===== src/hdl/slac_ram.sv =====
// Generic single-port RAM with registered read.
`timescale 1ns / 1ps
module slac_ram #(
	parameter int WIDTH = 8,
	parameter int DEPTH = 16
) (
	input  logic                     clk,
	input  logic                     we,
	input  logic [$clog2(DEPTH)-1:0] addr,
	input  logic [WIDTH-1:0]         wdata,
	output logic [WIDTH-1:0]         rdata
);
	logic [WIDTH-1:0] mem [DEPTH];

	always_ff @(posedge clk) begin
		if (we) mem[addr] <= wdata;
		rdata <= mem[addr];
	end
endmodule


===== config.mk =====
export PLATFORM = sky130hd
export DESIGN_NAME = slac_ram
export DESIGN_NICKNAME = d
export VERILOG_FILES = /design/src/hdl/slac_ram.sv
export SDC_FILE = /design/constraint.sdc
export NUM_CORES = 1
export LEC_CHECK = 0
export BUFFER_PORTS_ARGS = -buffer_cell sky130_fd_sc_hd__buf_2
export CAP_MARGIN = 40
export CORE_ASPECT_RATIO = 1.1
export CORE_MARGIN = 3
export CORE_UTILIZATION = 60
export CTS_CLUSTER_DIAMETER = 100
export CTS_CLUSTER_SIZE = 10
export DETAILED_ROUTE_END_ITERATION = 6
export MAX_ROUTING_LAYER = met4
export PLACE_DENSITY_LB_ADDON = 0.12
export SKIP_LAST_GASP = 1
export SYNTH_ARGS = -nofsm -noshare
export SYNTH_HDL_FRONTEND = slang
export SYNTH_SLANG_ARGS = --single-unit

===== constraint.sdc =====
create_clock -name clk -period 2 [get_ports clk]
set_input_delay 0.1 -clock clk [delete_from_list [all_inputs] [get_ports clk]]
set_output_delay 0.1 -clock clk [all_outputs]
set_load 0.01 [all_outputs]

* Yosys cells after proc, flatten, opt, wreduce, memory -nomap -nowiden *
Memories as Yosys holds them, arrays and structs flattened. A register that Yosys moved wholly into a read port is not among the register bits.
Index checks and enable logic that the tools add are counted.

cells by class
  mux-type cells = 2

operators by type and width
  operator           count
  1-bit two-way mux  2

storage, ports and cells
  register bits = 0
  bits in writable memories = 128
  bits of input ports = 14
  output and inout bits = 8
  word-level logic and storage cells = 3
  memories kept = 1

memory list
  name  words  width  rd ports  clocked after memory_dff  wr ports  RTL line  RTL
  mem   16     8      1         1                         1         13        logic [WIDTH-1:0] mem [DEPTH];

* Depth between registers and ports, before layout *
Gate-level depths: netlist of the first run.

  depth in word-level cells = 2
  mapped depth = 5
  mapped depth without buffers = 3

* Worst setup path before layout of the first run *
No wires, ideal clock.

  kind = input -> register
  from = input addr[2]
  to = memory mem[0][0] (enable)
  buffers on the path = 0
  arrival = 1.210 ns
  setup slack = 0.407 ns
  setup time = 0.383 ns
  stages on the path = 2
  data required time = 1.617 ns
  cell sequence = or3b_2 > nor3_1

RTL lines
  element      RTL line  RTL
  from (decl)  9         input logic [$clog2(DEPTH)-1:0] addr,
  to (decl)    13

No word-level cell before the write port.

==> results summary, run 1 <==
The first-pass GRT wire length is 15,130 um. Input and output buffers added on the ports amount to 21. The standard cell with the maximum stage delay on the critical path is mux4_2. The number of antenna violations at the first check in global routing came to 0. The worst slack after detailed placement is 0.4445 ns.

The area growth from synthesis to layout is 20.84%. Static timing analysis puts the maximum clock frequency at 0.7189 GHz. The number of synthesized register bits came out at 136. The iteration-0 DRC count of the detailed router is 214.

The leakage power figure is 2.069 nW. The total of max-cap violations is 0. The half-perimeter wire length after placement came out at 5545 um. In this run the mean area of a mapped cell was 22.03 sq um.

The fraction of post-synthesis cell area in the top cell type by area came out at 0.7585. The worst setup path is captured at a register. The total number of H-tree levels came out at 4. The combinational family with the most area after synthesis is multiplexers. The cell type with the largest total area after synthesis is edfxtp_1. The total global routing track utilization is 0.2327. The number of slew-limit violations in the final report is 0.

The total area of sequential cells is 0.004004 sq mm. The layout has 444 filler cells. Of the total synthesized cell area, the portion taken by AND, OR, NAND and NOR gates is 0.03210. The share of synthesized cell area in full adder, half adder and majority cells is 0.

The maximum root-to-sink buffer count came out at 2. In this run the standard cell core region covers 0.008083 sq mm. The final setup slack of the worst path is 0.6090 ns. The number of sinks driven by the clock tree came out at 136. The average wire per cell in the routed design came out at 22.74 um. The sequential share of power is 0.474.

The net count of the finished layout is 300. The xor/xnor cell area share of the yosys netlist came out at 0. The initial cell density of the core came out at 0.6269.

The global placer's final weighted congestion is 0.8110. The final clock skew came out at 0.007585 ns. The share of total power dissipated in the clock network is 0.480. The die is 93.63 um wide. The worst ir drop on vdd is 0.8338 mV. For this design the top-level I/O count stands at 22. The total number of vias is 2,419.

The final antenna diode count is 0. The design internal power came out at 0.005450 W. The wire length after detailed routing is 9255 um. The total number of yosys warnings is 0. The part of the total power dissipated in combinational logic is 0.046.

The count of nets left with antenna violations once routing finished came out at 0. The areal power density over the cells came out at 1103 mW/mm^2. The kind of critical path is reg2reg. The post-synthesis instance area is 0.005067 sq mm. The vertical die dimension is 102.4 um. Adding up every negative setup slack in the final design gives 0 ns. The flow ran to the end, and the final reports show no timing, DRC or antenna violations.

The post-layout minimum cycle time is 1.391 ns. The number of cells upsized or downsized after cts is 0. Traced cell by cell, the critical path runs through mux4_2 -> a22oi_1 -> nand2_1.

Yosys attributes the largest share of cell area to edfxtp_1 76%, mux4_2 14%, dfxtp_1 3.2%. When the netlist entered floorplanning its net count stood at 244. For this run, the slowest stage of the critical path takes 0.54 ns. The area of the die is 0.009586 sq mm. The count of distinct cell types in the synthesized netlist is 18.

The number of detailed-route iterations in the first pass is 4. The library cells used most frequently in the layout, excluding fill and tap cells, are 128 x edfxtp_1, 32 x mux4_2, 21 x buf_2. The post-synthesis compound-gate area fraction came out at 0.02370. TritonCTS built the clock tree.

Leaving out fill and tap cells, the most frequent cell in the layout is edfxtp_1. After synthesis, the share of cell area in mux cells is 0.1422. The hold violation total from the final report is 0. The share of the core filled with cells in the final layout is 0.7576. The combined area of the multi-input logic cells is 0.001003 sq mm. The share of cells above drive strength 1 is 0.3478. The clock slew seen by the registers of the worst setup and hold paths came out at 0.06 ns.

The classification of the worst-slack hold path is in2reg. The synthesized instance count is 230. The initialized floorplan defines 34 standard-cell rows. The switching power share of the total is 0.1932. In this run the worst path has a maximum fanout of 1. Entering global routing, the biggest net connects 40 pins. The ratio of routed vias to standard cells came out at 5.943. The data arrival at the endpoint of the critical path is 1.79 ns. Global routing finished with a remaining overflow of 0. The later-pin clock latency in the skew report is 0.52 ns. Setup repair after global routing left no endpoint under its margin. The via count of the first global-routing pass is 2,638. The pin slew with the least headroom to its limit is 0.5840 ns. Setup violations remaining at the end of the flow were counted as 0. The worst setup path is launched from a register. For this run, design rule violations remaining after detail routing come to 0. Clock tree synthesis selected as its root buffer the cell clkbuf_8. The net load switching power came out at 0.001305 W. The worst pin sits at a relative slew slack of 0.6099. In the finished design, the share of the clock period the worst path needs comes to 0.6955.

The number of buffers created by CTS came out at 17. The share of the Yosys chip area taken by registers is 0.7901. The endpoint required time on the critical path is 2.40 ns.
==> synth_stat cells (all sizes together) <==
master,instances
edfxtp,128
mux4,32
a22oi,16
nor2,13
nand2,9
buf,8
dfxtp,8
nor3,4
clkbuf,3
nand2b,2
nand3b,2
nor2b,2
and2,1
nand3,1
or3b,1
==> state kept, by name, summed over array words and instances (netlist names) <==
name / count
mem: 128
rdata: 8
==> through the flow <==
step	hold WS [ns]	power (W)	cell area, sq um	std cells
after floorplan	0.1989	0.003433	5067	230
after global placement	0.4846	0.003551	5415	367
after detailed placement	0.4953	0.003559	5415	367
after CTS	0.2413	0.006802	6123	407
after global routing	0.2875	0.006969	6123	407
final	0.2576	0.006756	6123	407
==> critical path: cells and delay by family, from the launching register on <==
kind | cells | cell delay, ns
simple gates | 1 | 0.08
flops | 1 | 0.41
mux | 1 | 0.54
compound gates | 1 | 0.25
==> cell type report <==
| cell class | instances | area share |
|---|---|---|
| clock buffer | 21 | 0.07499 |
| clock inverter | 11 | 0.02758 |
| multi-input combinational | 83 | 0.1639 |
| timing repair buffer | 48 | 0.05762 |
| tap | 108 | 0.02207 |
| sequential | 136 | 0.6539 |
==> path summary, 6_finish.rpt <==
path / from / end / slack [ns] / cells past startpoint
min: addr[2] / rdata[6]$_DFF_P_ / 0.26 / 5
min reg2reg: mem[12][1]$_DFFE_PP_ / rdata[1]$_DFF_P_ / 0.67 / 3
max reg2reg: mem[7][2]$_DFFE_PP_ / rdata[2]$_DFF_P_ / 0.61 / 3
max: mem[7][2]$_DFFE_PP_ / rdata[2]$_DFF_P_ / 0.61 / 3
==> power groups by stage <==
stage	Combinational [W]	Clock (W)	Sequential [W]
floorplan	0.000164	0	0.00327
CTS	0.000312	0.00329	0.00320
global placement	0.000292	0	0.00326
finish	0.000308	0.00324	0.00320
detailed placement	0.000297	0	0.00326
global route	0.000340	0.00342	0.00321
==> cells by family (layout without fill, tap and decap cells) <==
family	count (synthesis)	after routing
AOI/OAI and AO/OA	16	16
buffers and inverters	11	80
DFF	136	136
muxes	32	32
and+or+nand+nor	35	35
==> metal layers <==
layer  up-vias  wire (um)  GRT usage  part of all wire
met5         -          0          -                 0
met2        95       4810     0.3553              0.52
met3        18        607    0.06038             0.066
met4         0        204    0.08778             0.022
met1      1235       3632     0.3087              0.39
li1       1071          -          -                 -
==> what timing repair did <==
item / in CTS / in global routing
hold buffers: 8 / 0
hold endpoints to repair: 128 / 0
buffers inserted: 0 / 0
No activity file was read; power rests on OpenSTA's default activity.
==> run 2: changes to the inputs <==
--- a/config.mk
+++ b/config.mk
@@ -5,11 +5,12 @@
 export SDC_FILE = /design/constraint.sdc
 export NUM_CORES = 1
 export LEC_CHECK = 0
+export ABC_AREA = 1
 export BUFFER_PORTS_ARGS = -buffer_cell sky130_fd_sc_hd__buf_2
 export CAP_MARGIN = 40
 export CORE_ASPECT_RATIO = 1.1
 export CORE_MARGIN = 3
-export CORE_UTILIZATION = 60
+export CORE_UTILIZATION = 55
 export CTS_CLUSTER_DIAMETER = 100
 export CTS_CLUSTER_SIZE = 10
 export DETAILED_ROUTE_END_ITERATION = 6
==> constraint.sdc (replaced) <==
create_clock -name clk -period 1.2 [get_ports clk]
set_input_delay 0.06 -clock clk [delete_from_list [all_inputs] [get_ports clk]]
set_output_delay 0.06 -clock clk [all_outputs]
set_load 0.01 [all_outputs]
==> run 2 against run 1 <==
Effect of this change:
- clock skew rose by 0.00082 ns
- cell count rose by 78%
- die area rose by 19%
- worst setup slack got worse by 0.42 ns
- critical path type unchanged
- critical endpoint unchanged
==> results summary, run 2 <==
The via count of the first global-routing pass came out at 3,716. The top-level port count came out at 22. The global placer's final weighted congestion came out at 0.8451. The number of slew-limit violations in the final report came to 0. Setup repair after global routing left no endpoint under its margin. The pin slew with the least headroom to its limit is 0.4594 ns. The number of synthesized register bits is 136.

The maximum root-to-sink buffer count came out at 2. The final antenna diode count came out at 0. The number of synthesized flops with an enable pin is 128. The share of cells above drive strength 1 came out at 0.1530. For this run, the leading register cell type out of synthesis is edfxtp_1. The tree is rooted in a clkbuf_8. After detailed routing, the number of remaining DRC violations is 0. In this run the tightest slew margin relative to its limit is 0.6930. The leakage power figure came out at 2.853 nW. The area overhead of the layout relative to synthesis is 20.54%. The later-pin clock latency in the skew report is 0.52 ns. The number of antenna violations at the first check in global routing came out at 0.

The ratio of routed vias to standard cells is 5.087. In the global route stage, overall resource usage came out at 0.2410. Yosys printed 0 warnings. The fraction of post-synthesis cell area in the top cell type by area came out at 0.6872. The routed design uses 742 um of met3 wire. For the worst setup path, the data arrival time is 1.43 ns.

The average wire per cell in the routed design is 16.92 um. After synthesis, the cell types taking the most area are edfxtp_1 69%, nand2_1 23%, dfxtp_1 2.9%. The largest individual stage delay along the critical path comes from the cell edfxtp_1. The cell count after synthesis came out at 548. The number of buffers created by CTS came out at 17.

The top layer reached by signal wires is met4. The floorplan has 37 rows. The final-stage net count is 609.

The half-perimeter wire length after placement is 7466 um. The part of the cycle the worst path needs is 0.8427. The number of post-CTS setup repair buffers is 0. The largest registers in the layout are mem: 128 flops, rdata: 8 flops.

TritonCTS built the clock tree. Clock tree synthesis found a total of 136 sinks. For this run, asynchronously set or reset flops after synthesis account for 0.

The worst ir drop on vdd is 1.464 mV. The total number of H-tree levels is 4. The sort of element at the start of the critical path is a register. Summed over all layers, the routed wires come to 12,270 um. The kind of critical path is reg2reg. The total power is 0.01095 W.

The maximum number of pins on one net before global-route repair came out at 35. The hold violation total from the final report is 0. In this run the horizontal extent of the chip is 102.1 um. The clock slew seen by the registers of the worst setup and hold paths is 0.06 ns. For the final database, setup skew stands at 0.008402 ns.

The stage delay of the slowest cell on the critical path is 0.37 ns. Among all cell types in the netlist, the one instantiated most often is nand2_1. Counting I/O delays and the setup requirement, the final critical path takes 1.011 ns.

Ranked by instance count, the synthesized netlist is headed by 346 x nand2_1, 128 x edfxtp_1, 21 x inv_1, 18 x nor2_1, 12 x buf_2. The biggest area contributor in the post-synthesis netlist is edfxtp_1. The area of the core region came out at 0.009629 sq mm. The die covers 0.01142 sq mm. The areal power density over the cells is 1624 mW/mm^2. After detailed routing, the met2 layer carries 5993 um of wire. The synthesized net count came out at 562.

The number of detailed-route iterations in the first pass is 5. The maximum clock rate is 0.9889 GHz. The count of nets left with antenna violations once routing finished came out at 0. The post-synthesis instance area came out at 0.005593 sq mm.

The routed layout has 3,688 vias. The classification of the worst-slack hold path is in2reg. Dividing the synthesized area by the synthesized cell count gives 10.21 sq um. The flow ran to the end, and the final reports show no timing, DRC or antenna violations.

The total of max-cap violations is 0. The critical path capture point type is a register. For this run, the register share of the synthesized area comes to 0.7159.

The flip-flop count of the largest register, all copies and words added is 128. The register name with the most flops is mem. The share of the core filled with cells in the final layout came out at 0.7001. The netlist uses 11 different library cells. The endpoint required time on the critical path is 1.62 ns. For this block, wires on met1 add up to 5366 um. The iteration-0 DRC count of the detailed router came out at 274. In this run the worst path has a maximum fanout of 1. The top cell types in the final layout, fill and taps aside, are 346 x nand2_1, 128 x edfxtp_1, 21 x inv_1, 21 x buf_2, 16 x clkbuf_16. During placement, the flow inserted port buffers numbering 21.

Walking the worst path, the cells encountered are nand2_1 -> nand2_1 -> nand2_1 -> nand2_1 -> nand2_1 -> nand2_1 -> inv_1 -> nand2_1. The dominant cell type by count on the critical path is nand2_1. The first-pass GRT wire length is 19,650 um. Measured along the y axis, the die boundary spans 111.8 um. The commonest non-fill, non-tap cell in the layout is nand2_1. The global route total overflow came out at 0. The initial utilization of the core area, before any placement, comes to 0.5808. The final count of negative-setup-slack endpoints came out at 0. The slack of the worst reg-to-reg path came out at 0.19 ns.
==> run 2: changes by cell type after synthesis, sizes merged, moves of 4 or more <==
cell / before / now
nand2: 9 / 346
mux4: 32 / 0
inv: 0 / 22
a22oi: 16 / 0
buf: 8 / 18
nor2: 13 / 18
nor3: 4 / 0
==> run 2: area by class of cell <==
class                   count  area [sq um]
clock inverters            12         127.6
multi-input cells         368          1531
flip-flops and latches    136          4004
repair buffers             49         410.4
well taps                 117         146.4
inverters                  23         86.33
clock buffers              20         435.4
fillers                   727          2888
==> run 2: stage by stage <==
| stage | instances | setup WS [ns] | hold WS [ns] | setup TNS (ns) | cell area (sq um) |
|---|---|---|---|---|---|
| finish | 725 | 0.1888 | 0.1280 | 0 | 6741 |
| global route | 725 | 0.06428 | 0.1218 | 0 | 6741 |
| CTS | 725 | 0.1699 | 0.1061 | 0 | 6741 |
| detailed placement | 685 | -0.1252 | 0.4543 | -4.000 | 6098 |
| global placement | 685 | -0.07082 | 0.4564 | -2.937 | 6098 |
| floorplan | 548 | -0.05946 | 0.1589 | -2.229 | 5739 |
==> run 2: worst paths after layout <==
path                       startpoint             endpoint  cells past startpoint
setup / recovery  mem[6][2]$_DFFE_PP_     rdata[2]$_DFF_P_                      8
hold / removal                     we  mem[4][1]$_DFFE_PP_                      3
setup reg to reg  mem[6][2]$_DFFE_PP_     rdata[2]$_DFF_P_                      8
hold reg to reg   mem[8][5]$_DFFE_PP_     rdata[5]$_DFF_P_                      8
==> run 2: what timing repair did <==
item | 4_1_cts | 5_1_grt
resized for setup | 0 | 0
hold endpoints to repair | 128 | 0
endpoints found under the setup margin | 0 | 0
hold buffers | 8 | 0
==> run 2: layer usage <==
layer | track usage | vias up
met4 | 0.08224 | 0
met3 | 0.05639 | 14
met1 | 0.3250 | 1696
met5 | - | -
met2 | 0.3624 | 126
li1 | - | 1852
==> run 2: where the power goes <==
part / internal (W) / switching, W
Sequential: 0.00531 / 0.0000272
Combinational: 0.000238 / 0.000512
Clock: 0.00300 / 0.00186
==> run 2: cell families (layout without fill, tap and decap cells) <==
| kind of cell | Yosys count | in the layout | share of synthesized area |
|---|---|---|---|
| buffers and inverters | 44 | 104 | 0.03624 |
| DFF | 136 | 136 | 0.7159 |
| and+or+nand+nor | 368 | 368 | 0.2479 |
==> run 2: critical path: cells and delay by family, from the launching register on <==
family / cells / cell delay, ns
flops: 1 / 0.37
simple gates: 7 / 0.50
buf+inv: 1 / 0.05
